===== src/ulvl_pkg.sv =====
// shared types and constants of the ultrasonic tank level averager
package ulvl_pkg;

   // field widths
   localparam int ECHO_W     = 16;
   localparam int DIST_W     = 17;
   localparam int HEIGHT_W   = 16;
   localparam int PERMILLE_W = 10;
   localparam int CSR_IDX_W  = 3;
   localparam int CSR_W      = 17;
   localparam int COUNT_W    = 5;

   // echo time to distance: 0.01 cm = (us * 1756) >> 10
   localparam logic [10:0] DIST_MUL   = 11'd1756;
   localparam int          DIST_SHIFT = 10;

   // level scale to tenths of a percent
   localparam logic [PERMILLE_W-1:0] PERMILLE_SCALE = 10'd1000;

   // depth of the queue between front and back
   localparam int QUEUE_DEPTH = 2;

   // register reset values
   localparam logic [COUNT_W-1:0]  RST_BURST_LEN    = 5'd5;
   localparam logic [HEIGHT_W-1:0] RST_TANK_HEIGHT  = 16'd10000;
   localparam logic [HEIGHT_W-1:0] RST_SENSOR_OFS   = 16'd500;
   localparam logic [DIST_W-1:0]   RST_MIN_DIST     = 17'd200;
   localparam logic [DIST_W-1:0]   RST_MAX_DIST     = 17'd40000;

   // register indexes
   typedef enum logic [CSR_IDX_W-1:0] {
      CSR_BURST_LEN     = 3'd0,
      CSR_TANK_HEIGHT   = 3'd1,
      CSR_SENSOR_OFFSET = 3'd2,
      CSR_MIN_DIST      = 3'd3,
      CSR_MAX_DIST      = 3'd4
   } csr_index_type;

   // result status codes
   typedef enum logic [1:0] {
      STATUS_OK      = 2'd0,
      STATUS_TIMEOUT = 2'd1,
      STATUS_RANGE   = 2'd2
   } status_type;

   // configuration register set
   typedef struct packed {
      logic [COUNT_W-1:0]  burst_len;
      logic [HEIGHT_W-1:0] tank_height_centicm;
      logic [HEIGHT_W-1:0] sensor_offset_centicm;
      logic [DIST_W-1:0]   min_distance_centicm;
      logic [DIST_W-1:0]   max_distance_centicm;
   } cfg_type;

   // back end sequencer states
   typedef enum logic [2:0] {
      BACK_IDLE,
      BACK_DIV_AVG,
      BACK_LEVEL,
      BACK_DIV_PCT,
      BACK_OUT
   } back_state_type;

endpackage


===== src/ulvl_if.sv =====
// channel interfaces for echo words and level result words
interface ulvl_req_if;
   import ulvl_pkg::*;
   logic                valid;
   logic                ready;
   logic [ECHO_W-1:0]   echo_us;
   modport source (output valid, output echo_us, input ready);
   modport sink   (input valid, input echo_us, output ready);
endinterface

interface ulvl_rsp_if;
   import ulvl_pkg::*;
   logic                  valid;
   logic                  ready;
   logic                  level_ok;
   status_type            status;
   logic [DIST_W-1:0]     distance_centicm;
   logic [DIST_W-1:0]     level_centicm;
   logic [PERMILLE_W-1:0] level_permille;
   modport source (output valid, output level_ok, output status, output distance_centicm,
                   output level_centicm, output level_permille, input ready);
   modport sink   (input valid, input level_ok, input status, input distance_centicm,
                   input level_centicm, input level_permille, output ready);
endinterface


===== src/ulvl_front.sv =====
// front end: takes echo words, converts to distance and accumulates a burst
module ulvl_front #(
   parameter int MAX_SAMPLES = 16,
   parameter int CNT_W       = 5,
   parameter int SUM_W       = 22
) (
   input  logic              clock,
   input  logic              reset,
   input  ulvl_pkg::cfg_type cfg,
   ulvl_req_if.sink          req,
   output logic              push_valid,
   input  logic              push_ready,
   output logic [SUM_W-1:0]  push_sum,
   output logic [CNT_W-1:0]  push_cnt
);
   import ulvl_pkg::*;

   localparam int EFF_W  = (CNT_W > COUNT_W) ? CNT_W : COUNT_W;
   localparam int PROD_W = ECHO_W + 11;

   logic [ECHO_W-1:0] echo_ff, echo_in;
   logic              pend_ff, pend_in;
   logic [CNT_W-1:0]  seen_ff, seen_in;
   logic [CNT_W-1:0]  valid_ff, valid_in;
   logic [SUM_W-1:0]  sum_ff, sum_in;

   logic [PROD_W-1:0] prod;
   logic [DIST_W-1:0] echo_dist;
   logic              echo_hit;
   logic [CNT_W-1:0]  seen_next;
   logic [CNT_W-1:0]  valid_next;
   logic [SUM_W-1:0]  sum_next;
   logic [EFF_W-1:0]  count_ext;
   logic [EFF_W-1:0]  eff_count;
   logic              last;
   logic              step;
   logic              accept;

   // distance of the held echo word and the running totals with it
   always_comb begin
      prod       = PROD_W'(echo_ff) * PROD_W'(DIST_MUL);
      echo_dist  = prod[DIST_SHIFT +: DIST_W];
      echo_hit   = (echo_ff != '0);
      seen_next  = seen_ff + CNT_W'(1);
      valid_next = valid_ff + CNT_W'(echo_hit);
      sum_next   = sum_ff + (echo_hit ? SUM_W'(echo_dist) : '0);
   end

   // effective burst length, zero acts as one, clamped to the maximum
   always_comb begin
      count_ext = EFF_W'(cfg.burst_len);
      if (cfg.burst_len == '0) begin
         eff_count = EFF_W'(1);
      end else if (count_ext > EFF_W'(MAX_SAMPLES)) begin
         eff_count = EFF_W'(MAX_SAMPLES);
      end else begin
         eff_count = count_ext;
      end
      last = (EFF_W'(seen_next) >= eff_count);
   end

   // handshakes
   assign step       = pend_ff && (!last || push_ready);
   assign accept     = req.valid && req.ready;
   assign req.ready  = !pend_ff || step;
   assign push_valid = pend_ff && last;
   assign push_sum   = sum_next;
   assign push_cnt   = valid_next;

   // next state of the holding register and the burst totals
   always_comb begin
      echo_in  = accept ? req.echo_us : echo_ff;
      pend_in  = accept || (pend_ff && !step);
      seen_in  = seen_ff;
      valid_in = valid_ff;
      sum_in   = sum_ff;
      if (step) begin
         if (last) begin
            seen_in  = '0;
            valid_in = '0;
            sum_in   = '0;
         end else begin
            seen_in  = seen_next;
            valid_in = valid_next;
            sum_in   = sum_next;
         end
      end
   end

   always_ff @(posedge clock) begin
      echo_ff <= echo_in;
      if (reset) begin
         pend_ff  <= 1'b0;
         seen_ff  <= '0;
         valid_ff <= '0;
         sum_ff   <= '0;
      end else begin
         pend_ff  <= pend_in;
         seen_ff  <= seen_in;
         valid_ff <= valid_in;
         sum_ff   <= sum_in;
      end
   end

endmodule


===== src/ulvl_queue.sv =====
// two word queue between the front and the back end
module ulvl_queue #(
   parameter int WIDTH = 27
) (
   input  logic             clock,
   input  logic             reset,
   input  logic             push_valid,
   output logic             push_ready,
   input  logic [WIDTH-1:0] push_data,
   output logic             pop_valid,
   input  logic             pop_ready,
   output logic [WIDTH-1:0] pop_data
);
   import ulvl_pkg::*;

   localparam int PTR_W = $clog2(QUEUE_DEPTH);
   localparam int FILL_W = $clog2(QUEUE_DEPTH + 1);

   logic [WIDTH-1:0]  mem_ff [QUEUE_DEPTH];
   logic [PTR_W-1:0]  wr_ptr_ff, wr_ptr_in;
   logic [PTR_W-1:0]  rd_ptr_ff, rd_ptr_in;
   logic [FILL_W-1:0] fill_ff, fill_in;
   logic              do_push;
   logic              do_pop;

   assign push_ready = (fill_ff != FILL_W'(QUEUE_DEPTH));
   assign pop_valid  = (fill_ff != '0);
   assign do_push    = push_valid && push_ready;
   assign do_pop     = pop_valid && pop_ready;
   assign pop_data   = mem_ff[rd_ptr_ff];

   // pointer and fill update
   always_comb begin
      wr_ptr_in = do_push ? wr_ptr_ff + PTR_W'(1) : wr_ptr_ff;
      rd_ptr_in = do_pop ? rd_ptr_ff + PTR_W'(1) : rd_ptr_ff;
      fill_in   = fill_ff + FILL_W'(do_push) - FILL_W'(do_pop);
   end

   always_ff @(posedge clock) begin
      if (do_push) begin
         mem_ff[wr_ptr_ff] <= push_data;
      end
      if (reset) begin
         wr_ptr_ff <= '0;
         rd_ptr_ff <= '0;
         fill_ff   <= '0;
      end else begin
         wr_ptr_ff <= wr_ptr_in;
         rd_ptr_ff <= rd_ptr_in;
         fill_ff   <= fill_in;
      end
   end

endmodule


===== src/ulvl_div.sv =====
// restoring divider, one quotient bit per cycle
module ulvl_div #(
   parameter int DIVIDEND_W = 26,
   parameter int DIVISOR_W  = 16
) (
   input  logic                  clock,
   input  logic                  reset,
   input  logic                  start,
   input  logic [DIVIDEND_W-1:0] dividend,
   input  logic [DIVISOR_W-1:0]  divisor,
   output logic                  done,
   output logic [DIVIDEND_W-1:0] quotient
);
   localparam int STEP_W = $clog2(DIVIDEND_W + 1);

   logic [DIVIDEND_W-1:0] quo_ff, quo_in;
   logic [DIVISOR_W-1:0]  rem_ff, rem_in;
   logic [DIVISOR_W-1:0]  dvs_ff, dvs_in;
   logic [STEP_W-1:0]     step_ff, step_in;
   logic                  busy_ff, busy_in;
   logic                  done_ff, done_in;

   logic [DIVISOR_W:0]    trial;
   logic [DIVISOR_W:0]    diff;
   logic                  fits;

   // one shift and trial subtract
   always_comb begin
      trial = {rem_ff, quo_ff[DIVIDEND_W-1]};
      diff  = trial - {1'b0, dvs_ff};
      fits  = (trial >= {1'b0, dvs_ff});
   end

   always_comb begin
      quo_in  = quo_ff;
      rem_in  = rem_ff;
      dvs_in  = dvs_ff;
      step_in = step_ff;
      busy_in = busy_ff;
      done_in = 1'b0;
      if (start) begin
         quo_in  = dividend;
         rem_in  = '0;
         dvs_in  = divisor;
         step_in = STEP_W'(DIVIDEND_W);
         busy_in = 1'b1;
      end else if (busy_ff) begin
         quo_in  = {quo_ff[DIVIDEND_W-2:0], fits};
         rem_in  = fits ? diff[DIVISOR_W-1:0] : trial[DIVISOR_W-1:0];
         step_in = step_ff - STEP_W'(1);
         if (step_ff == STEP_W'(1)) begin
            busy_in = 1'b0;
            done_in = 1'b1;
         end
      end
   end

   always_ff @(posedge clock) begin
      quo_ff <= quo_in;
      rem_ff <= rem_in;
      dvs_ff <= dvs_in;
      if (reset) begin
         step_ff <= '0;
         busy_ff <= 1'b0;
         done_ff <= 1'b0;
      end else begin
         step_ff <= step_in;
         busy_ff <= busy_in;
         done_ff <= done_in;
      end
   end

   assign done     = done_ff;
   assign quotient = quo_ff;

endmodule


===== src/ulvl_back.sv =====
// back end: averages a burst, checks the window and scales the level
module ulvl_back #(
   parameter int CNT_W = 5,
   parameter int SUM_W = 22
) (
   input  logic                   clock,
   input  logic                   reset,
   input  ulvl_pkg::cfg_type      cfg,
   input  logic                   pop_valid,
   output logic                   pop_ready,
   input  logic [SUM_W+CNT_W-1:0] pop_data,
   ulvl_rsp_if.source             rsp
);
   import ulvl_pkg::*;

   localparam int SCALED_W = HEIGHT_W + PERMILLE_W;
   localparam int DIV_W    = (SUM_W > SCALED_W) ? SUM_W : SCALED_W;
   localparam int DVS_W    = (CNT_W > HEIGHT_W) ? CNT_W : HEIGHT_W;

   back_state_type state_ff, state_in;

   logic [HEIGHT_W-1:0]   depth_ff, depth_in;
   logic                  ok_ff, ok_in;
   status_type            status_ff, status_in;
   logic [DIST_W-1:0]     dist_ff, dist_in;
   logic [DIST_W-1:0]     level_ff, level_in;
   logic [PERMILLE_W-1:0] pm_ff, pm_in;

   logic [SUM_W-1:0]      pop_sum;
   logic [CNT_W-1:0]      pop_cnt;
   logic                  div_start;
   logic [DIV_W-1:0]      div_dividend;
   logic [DVS_W-1:0]      div_divisor;
   logic                  div_done;
   logic [DIV_W-1:0]      div_quotient;

   logic [DIST_W-1:0]     avg;
   logic [DIST_W-1:0]     top_dist;
   logic [DIST_W-1:0]     lv;
   logic [SCALED_W-1:0]   scaled;

   assign pop_sum = pop_data[CNT_W +: SUM_W];
   assign pop_cnt = pop_data[CNT_W-1:0];

   // shared divider for the average and for the percentage
   ulvl_div #(
      .DIVIDEND_W (DIV_W),
      .DIVISOR_W  (DVS_W)
   ) u_div (
      .clock    (clock),
      .reset    (reset),
      .start    (div_start),
      .dividend (div_dividend),
      .divisor  (div_divisor),
      .done     (div_done),
      .quotient (div_quotient)
   );

   // level arithmetic on the fresh average
   always_comb begin
      avg      = div_quotient[DIST_W-1:0];
      top_dist = {1'b0, cfg.tank_height_centicm} + {1'b0, cfg.sensor_offset_centicm};
      lv       = (avg > top_dist) ? '0 : top_dist - avg;
      scaled   = SCALED_W'(depth_ff) * SCALED_W'(PERMILLE_SCALE);
   end

   // sequencer
   always_comb begin
      state_in     = state_ff;
      depth_in     = depth_ff;
      ok_in        = ok_ff;
      status_in    = status_ff;
      dist_in      = dist_ff;
      level_in     = level_ff;
      pm_in        = pm_ff;
      pop_ready    = 1'b0;
      div_start    = 1'b0;
      div_dividend = DIV_W'(pop_sum);
      div_divisor  = DVS_W'(pop_cnt);
      unique case (state_ff)
         BACK_IDLE: begin
            pop_ready = 1'b1;
            if (pop_valid) begin
               ok_in     = 1'b0;
               status_in = STATUS_TIMEOUT;
               dist_in   = '0;
               level_in  = '0;
               pm_in     = '0;
               if (pop_cnt == '0) begin
                  state_in = BACK_OUT;
               end else begin
                  div_start = 1'b1;
                  state_in  = BACK_DIV_AVG;
               end
            end
         end
         BACK_DIV_AVG: begin
            if (div_done) begin
               if (avg < cfg.min_distance_centicm || avg > cfg.max_distance_centicm) begin
                  status_in = STATUS_RANGE;
                  state_in  = BACK_OUT;
               end else begin
                  dist_in  = avg;
                  level_in = lv;
                  depth_in = (lv > {1'b0, cfg.tank_height_centicm}) ?
                             cfg.tank_height_centicm : lv[HEIGHT_W-1:0];
                  state_in = BACK_LEVEL;
               end
            end
         end
         BACK_LEVEL: begin
            ok_in     = 1'b1;
            status_in = STATUS_OK;
            if (cfg.tank_height_centicm == '0) begin
               pm_in    = '0;
               state_in = BACK_OUT;
            end else begin
               div_start    = 1'b1;
               div_dividend = DIV_W'(scaled);
               div_divisor  = DVS_W'(cfg.tank_height_centicm);
               state_in     = BACK_DIV_PCT;
            end
         end
         BACK_DIV_PCT: begin
            if (div_done) begin
               pm_in    = div_quotient[PERMILLE_W-1:0];
               state_in = BACK_OUT;
            end
         end
         BACK_OUT: begin
            if (rsp.ready) begin
               state_in = BACK_IDLE;
            end
         end
         default: begin
            state_in = BACK_IDLE;
         end
      endcase
   end

   always_ff @(posedge clock) begin
      if (reset) begin
         state_ff <= BACK_IDLE;
      end else begin
         state_ff <= state_in;
      end
   end

   always_ff @(posedge clock) begin
      depth_ff  <= depth_in;
      ok_ff     <= ok_in;
      status_ff <= status_in;
      dist_ff   <= dist_in;
      level_ff  <= level_in;
      pm_ff     <= pm_in;
   end

   // result word
   assign rsp.valid            = (state_ff == BACK_OUT);
   assign rsp.level_ok         = ok_ff;
   assign rsp.status           = status_ff;
   assign rsp.distance_centicm = dist_ff;
   assign rsp.level_centicm    = level_ff;
   assign rsp.level_permille   = pm_ff;

endmodule


===== src/ultrasonic_tank_level_averager.sv =====
// Tank level averager. Each echo word (pulse width in us, zero = timeout) is turned
// into a distance in 0.01 cm and summed over a burst whose length is set by the burst
// length register; the last word of a burst yields one result word with status, average
// distance, level and level in tenths of a percent. The front end takes one echo word
// per cycle inside a burst; the last word of a burst waits until the queue has room.
// At the end of a burst the back end takes it and uses the single bit-serial divider,
// DIV_W = max(17 + clog2(MAX_SAMPLES+1), 26) bits wide, first to form the average and
// then the percentage; an out of window burst skips the level and the percentage, and a
// burst with no valid echo skips both divisions. The back end takes the next burst only
// after its result word is taken. A two-word queue between the ends holds up to two
// finished bursts, so echo words keep flowing while the back end divides or the result word waits.
module ultrasonic_tank_level_averager #(
   parameter int MAX_SAMPLES = 16
) (
   input  logic                               clock,
   input  logic                               reset,
   ulvl_req_if.sink                           req_ch,
   ulvl_rsp_if.source                         rsp_ch,
   input  logic                               csr_we,
   input  logic [ulvl_pkg::CSR_IDX_W-1:0]     csr_index,
   input  logic [ulvl_pkg::CSR_W-1:0]         csr_wdata
);
   import ulvl_pkg::*;

   localparam int CNT_W = $clog2(MAX_SAMPLES + 1);
   localparam int SUM_W = DIST_W + CNT_W;

   cfg_type cfg_ff, cfg_in;

   logic                   push_valid;
   logic                   push_ready;
   logic [SUM_W-1:0]       push_sum;
   logic [CNT_W-1:0]       push_cnt;
   logic                   pop_valid;
   logic                   pop_ready;
   logic [SUM_W+CNT_W-1:0] pop_data;

   // register writes
   always_comb begin
      cfg_in = cfg_ff;
      if (csr_we) begin
         unique case (csr_index)
            CSR_BURST_LEN:     cfg_in.burst_len             = csr_wdata[COUNT_W-1:0];
            CSR_TANK_HEIGHT:   cfg_in.tank_height_centicm   = csr_wdata[HEIGHT_W-1:0];
            CSR_SENSOR_OFFSET: cfg_in.sensor_offset_centicm = csr_wdata[HEIGHT_W-1:0];
            CSR_MIN_DIST:      cfg_in.min_distance_centicm  = csr_wdata[DIST_W-1:0];
            CSR_MAX_DIST:      cfg_in.max_distance_centicm  = csr_wdata[DIST_W-1:0];
            default: begin
            end
         endcase
      end
   end

   always_ff @(posedge clock) begin
      if (reset) begin
         cfg_ff.burst_len             <= RST_BURST_LEN;
         cfg_ff.tank_height_centicm   <= RST_TANK_HEIGHT;
         cfg_ff.sensor_offset_centicm <= RST_SENSOR_OFS;
         cfg_ff.min_distance_centicm  <= RST_MIN_DIST;
         cfg_ff.max_distance_centicm  <= RST_MAX_DIST;
      end else begin
         cfg_ff <= cfg_in;
      end
   end

   // accumulate bursts
   ulvl_front #(
      .MAX_SAMPLES (MAX_SAMPLES),
      .CNT_W       (CNT_W),
      .SUM_W       (SUM_W)
   ) u_front (
      .clock      (clock),
      .reset      (reset),
      .cfg        (cfg_ff),
      .req        (req_ch),
      .push_valid (push_valid),
      .push_ready (push_ready),
      .push_sum   (push_sum),
      .push_cnt   (push_cnt)
   );

   // finished bursts waiting for the back end
   ulvl_queue #(
      .WIDTH (SUM_W + CNT_W)
   ) u_queue (
      .clock      (clock),
      .reset      (reset),
      .push_valid (push_valid),
      .push_ready (push_ready),
      .push_data  ({push_sum, push_cnt}),
      .pop_valid  (pop_valid),
      .pop_ready  (pop_ready),
      .pop_data   (pop_data)
   );

   // average, window check and level
   ulvl_back #(
      .CNT_W (CNT_W),
      .SUM_W (SUM_W)
   ) u_back (
      .clock     (clock),
      .reset     (reset),
      .cfg       (cfg_ff),
      .pop_valid (pop_valid),
      .pop_ready (pop_ready),
      .pop_data  (pop_data),
      .rsp       (rsp_ch)
   );

   // ok flag only with ok status
   a_ok_status: assert property (@(posedge clock) disable iff (reset)
      rsp_ch.valid |-> (rsp_ch.level_ok == (rsp_ch.status == STATUS_OK)))
      else $error("level_ok does not match status");

   // failed measurements carry zero fields
   a_fail_zero: assert property (@(posedge clock) disable iff (reset)
      (rsp_ch.valid && rsp_ch.status != STATUS_OK) |->
      (rsp_ch.distance_centicm == '0 && rsp_ch.level_centicm == '0 &&
       rsp_ch.level_permille == '0))
      else $error("failed result with nonzero fields");

   // ok average lies inside the window
   a_window: assert property (@(posedge clock) disable iff (reset)
      (rsp_ch.valid && rsp_ch.level_ok) |->
      (rsp_ch.distance_centicm >= cfg_ff.min_distance_centicm &&
       rsp_ch.distance_centicm <= cfg_ff.max_distance_centicm))
      else $error("ok average outside window");

   // percentage never above full scale
   a_permille: assert property (@(posedge clock) disable iff (reset)
      rsp_ch.valid |-> (rsp_ch.level_permille <= PERMILLE_SCALE))
      else $error("level_permille above full scale");

endmodule

===== src/flat_wrapper.sv =====
// flat-port wrapper written by rule: the top's interface ports become plain ports
module ultrasonic_tank_level_averager_flat import ulvl_pkg::*;
#(
   parameter int MAX_SAMPLES = 16
)
  (clock, reset, csr_we, csr_index, csr_wdata, req_ch_valid, req_ch_echo_us, req_ch_ready, rsp_ch_valid, rsp_ch_level_ok, rsp_ch_status, rsp_ch_distance_centicm, rsp_ch_level_centicm, rsp_ch_level_permille, rsp_ch_ready);
  ulvl_req_if req_ch_i ();
  ulvl_rsp_if rsp_ch_i ();
  input  logic clock;
  input  logic reset;
  input  logic csr_we;
  input  logic [ulvl_pkg::CSR_IDX_W-1:0] csr_index;
  input  logic [ulvl_pkg::CSR_W-1:0] csr_wdata;
  input wire logic [$bits(req_ch_i.valid)-1:0] req_ch_valid;
  input wire logic [$bits(req_ch_i.echo_us)-1:0] req_ch_echo_us;
  output wire logic [$bits(req_ch_i.ready)-1:0] req_ch_ready;
  output wire logic [$bits(rsp_ch_i.valid)-1:0] rsp_ch_valid;
  output wire logic [$bits(rsp_ch_i.level_ok)-1:0] rsp_ch_level_ok;
  output wire logic [$bits(rsp_ch_i.status)-1:0] rsp_ch_status;
  output wire logic [$bits(rsp_ch_i.distance_centicm)-1:0] rsp_ch_distance_centicm;
  output wire logic [$bits(rsp_ch_i.level_centicm)-1:0] rsp_ch_level_centicm;
  output wire logic [$bits(rsp_ch_i.level_permille)-1:0] rsp_ch_level_permille;
  input wire logic [$bits(rsp_ch_i.ready)-1:0] rsp_ch_ready;
  assign req_ch_i.valid = req_ch_valid;
  assign req_ch_i.echo_us = req_ch_echo_us;
  assign req_ch_ready = req_ch_i.ready;
  assign rsp_ch_valid = rsp_ch_i.valid;
  assign rsp_ch_level_ok = rsp_ch_i.level_ok;
  assign rsp_ch_status = rsp_ch_i.status;
  assign rsp_ch_distance_centicm = rsp_ch_i.distance_centicm;
  assign rsp_ch_level_centicm = rsp_ch_i.level_centicm;
  assign rsp_ch_level_permille = rsp_ch_i.level_permille;
  assign rsp_ch_i.ready = rsp_ch_ready;
  ultrasonic_tank_level_averager #(.MAX_SAMPLES(MAX_SAMPLES)) u_core (.clock(clock), .reset(reset), .req_ch(req_ch_i), .rsp_ch(rsp_ch_i), .csr_we(csr_we), .csr_index(csr_index), .csr_wdata(csr_wdata));
endmodule

===== config.mk =====
export PLATFORM = sky130hd
export DESIGN_NAME = ultrasonic_tank_level_averager_flat
export DESIGN_NICKNAME = d
export VERILOG_FILES = /design/src/ulvl_pkg.sv /design/src/ulvl_if.sv /design/src/ulvl_front.sv /design/src/ulvl_queue.sv /design/src/ulvl_div.sv /design/src/ulvl_back.sv /design/src/ultrasonic_tank_level_averager.sv /design/src/flat_wrapper.sv
export SDC_FILE = /design/constraint.sdc
export NUM_CORES = 1
export LEC_CHECK = 0
export ABC_AREA = 1
export BUFFER_PORTS_ARGS = -buffer_cell sky130_fd_sc_hd__buf_2
export CORE_MARGIN = 1.5
export CORE_UTILIZATION = 60
export DETAILED_ROUTE_END_ITERATION = 12
export GPL_ROUTABILITY_DRIVEN = 0
export PLACE_DENSITY = 0.78
export SYNTH_ARGS = -nofsm -noshare
export SYNTH_HDL_FRONTEND = slang
export SYNTH_SLANG_ARGS = --single-unit

===== constraint.sdc =====
create_clock -name clock -period 16.1 [get_ports clock]
set_input_delay 0.805 -clock clock [delete_from_list [all_inputs] [get_ports clock]]
set_output_delay 0.805 -clock clock [all_outputs]
set_load 0.05 [all_outputs]

==> results.cfg <==
[clock_network]
clock-sinks = 310
cts_buffers = 35
cts_root_buf = clkbuf_16
clk_latency_ns = 0.56
cts_resized = 0
cts_buffer_depth = 3
cts_max_level = 2
postCtsSetupBuffers = 0
cts_tree = built
cts.clk_slew.worst_paths_ns = 0.06
hold_buffers = 0

[power]
power.density_nw_per_um2 = 208
cellLeakagePower_uw = 0.0120
vdd_drop_max_v = 0.000143

[synth]
synth_top_flop_cell = edfxtp_1
yosys_warnings = 0
netlist-cell-type-count = 57
ys_ff_latch = 310
synth_area_leaders = edfxtp_1 23%, ha_1 13%, dfxtp_1 12%
synth_cells = 2750
synth_nets = 3155
synth_seq_area_share_pct = 34.5
syn-cell-area_um2 = 23100
synth-edff-count = 175
synth_top_area_share_pct = 22.8
yosys.area.top_type = edfxtp_1
synth.avg_cell_area_um2 = 8.39
ys_async_sr_fraction_pct = 0

[global_route]
grt_antenna_before_repair = 0
grt_pass1_vias = 18700
overflow = 0
track_usage_pct = 30.7
grt_pass1_wl_um = 94900
grt_max_degree = 79

[placement]
place_inst = 3307
dp_slack_ns = 9.94
hpwlAfterDp_um = 46800
port-buffer-count = 89

[setup_path]
worst_setup_path_end_kind = register
cpMostUsedCell = inv_1
crit_start = u_core.u_front.echo_ff[8]
worst_path_largest_cell_delay_ns = 0.58
crit_path_max_fanout = 6
cp_slowest_cell = fa_1
cp.arrival_ns = 6.51
timing.rr.start = u_core.u_front.echo_ff[8]
critPathLaunchType = register
crit_type = reg -> reg
critPathRequiredTime_ns = 16.38

[cells_and_area]
final_cells = 3371
antennaDiodeCount = 0
final_core_util_pct = 66.5
final_cell_mix = 556 x nand2_1, 421 x inv_1, 245 x ha_1
area_growth_pct = 8.77
final_common_cell = nand2_1
fin_nets = 3238
drive_above_1_share_pct = 7.24

[drt]
drtIter0Drc = 1871
ant_nets = 0
drt_pass1_iterations = 7
drc = 0
wl_per_cell_um = 17.7
routed_wl_um = 59800
viasPerCell = 5.73
vias = 19300

[sta]
post-route-min-period_ns = 6.23
timing.final.ws_setup_ns = 9.87
post-route-period-util_pct = 38.7
drv_slew = 0
finalSetupViolCount = 0
final.setup_skew_ns = 0.0389
slew_headroom_pct = 21.2
rsz0062_at_grt = no
worstMarginPinSlew_ns = 1.18
fmaxAchievable_ghz = 0.161
hold_viol_final = 0
tns_ns = 0

[floorplan]
die_y_um = 199
start_util_pct = 61.1
num_rows = 71
coreArea_um2 = 37800
die_area_um2 = 39600
num_io_pins = 90
die_w_um = 199

[status]
status = completed

[run]
drv_cap = 0

[worst_hold_path]
hold_path.class = in -> reg
hp-start = req_ch_echo_us[13]
routing by layer:
metal  share of wire [%]  up-vias  global-route usage (%)
li1                    -     9224                       -
met1                  40     9047                    37.3
met2                  47      835                    51.4
met3                 7.1      225                    5.64
met4                 6.2        0                    17.3
met5                   0        -                       0
registers in the layout, summed over array words and instances (netlist names), 2 cells and up, named ones only:
signal,cells
u_core.cfg_ff,71
u_core.u_queue.mem_ff,54
u_core.u_back.u_div.quotient,26
u_core.u_front.sum_ff,22
u_core.u_back.rsp.distance_centicm,17
u_core.u_back.rsp.level_centicm,17
u_core.u_back.depth_ff,16
u_core.u_back.u_div.dvs_ff,16
u_core.u_back.u_div.rem_ff,16
u_core.u_front.echo_ff,16
u_core.u_back.rsp.level_permille,10
u_core.u_back.u_div.step_ff,5
u_core.u_front.seen_ff,5
u_core.u_front.valid_ff,5
u_core.u_back.state_ff,3
u_core.u_back.rsp.status,2
u_core.u_queue.fill_ff,2
synth_stat cells, drive strengths merged (6+ instances only):
master,number
nand2,561
inv,427
ha,245
nor2,235
a21oi,207
edfxtp,175
o21ai,169
dfxtp,135
nand3,133
fa,119
nor3,41
xor2,41
clkbuf,39
xnor2,34
nand4,24
nand3b,23
buf,19
a31oi,18
o211ai,16
o21bai,16
a21o,13
and2,9
o21a,8
or2,7
nor4,6
stage by stage:
stage | total power [uW] | cell area (um^2) | hold WS [ns]
floorplan | 3600 | 23100 | 0.426
detailed placement | 4380 | 24000 | 0.444
finish | 5220 | 25100 | 0.454
global route | 5620 | 25100 | 0.435
CTS | 5170 | 25100 | 0.432
global placement | 4280 | 24000 | 0.435
worst paths after layout:
path,to,slack (ns),cells past startpoint
max,u_core.u_queue.mem_ff[1][19],9.87,25
min,u_core.u_front.echo_ff[13],0.45,1
max reg2reg,u_core.u_queue.mem_ff[1][19],9.87,25
min reg2reg,register,0.46,1
critical path: cells and delay by family (launching register included):
kind	cells	cell delay, ns
compound gates	7	1.69
simple gates	6	0.71
fa+ha+maj	6	2.73
buf+inv	6	0.32
flops	1	0.52
cell type report:
cell class | count | area, um^2
well taps | 511 | 639
inverters | 430 | 1620
clock inverters | 21 | 161
multi-input cells | 1952 | 13200
repair buffers | 104 | 558
clock buffers | 43 | 937
flip-flops and latches | 310 | 7960
fillers | 2980 | 12700
logic make-up after synthesis:
logic type | share of synthesized area [%]
AOI/OAI and AO/OA | 11.5
DFF | 34.5
adders and majority gates | 23.6
and+or+nand+nor | 19.2
muxes | 0.0868
buffers and inverters | 8.30
xor gates and xnor gates | 2.85
power breakdown:
group / internal, uW / leakage (uW) / switching (uW)
logic: 946 / 0.00869 / 2200
clock network: 436 / 0.000540 / 337
registers: 1190 / 0.00277 / 114
total: 2570 / 0.0120 / 2650
(Power assumes the default switching activity.)
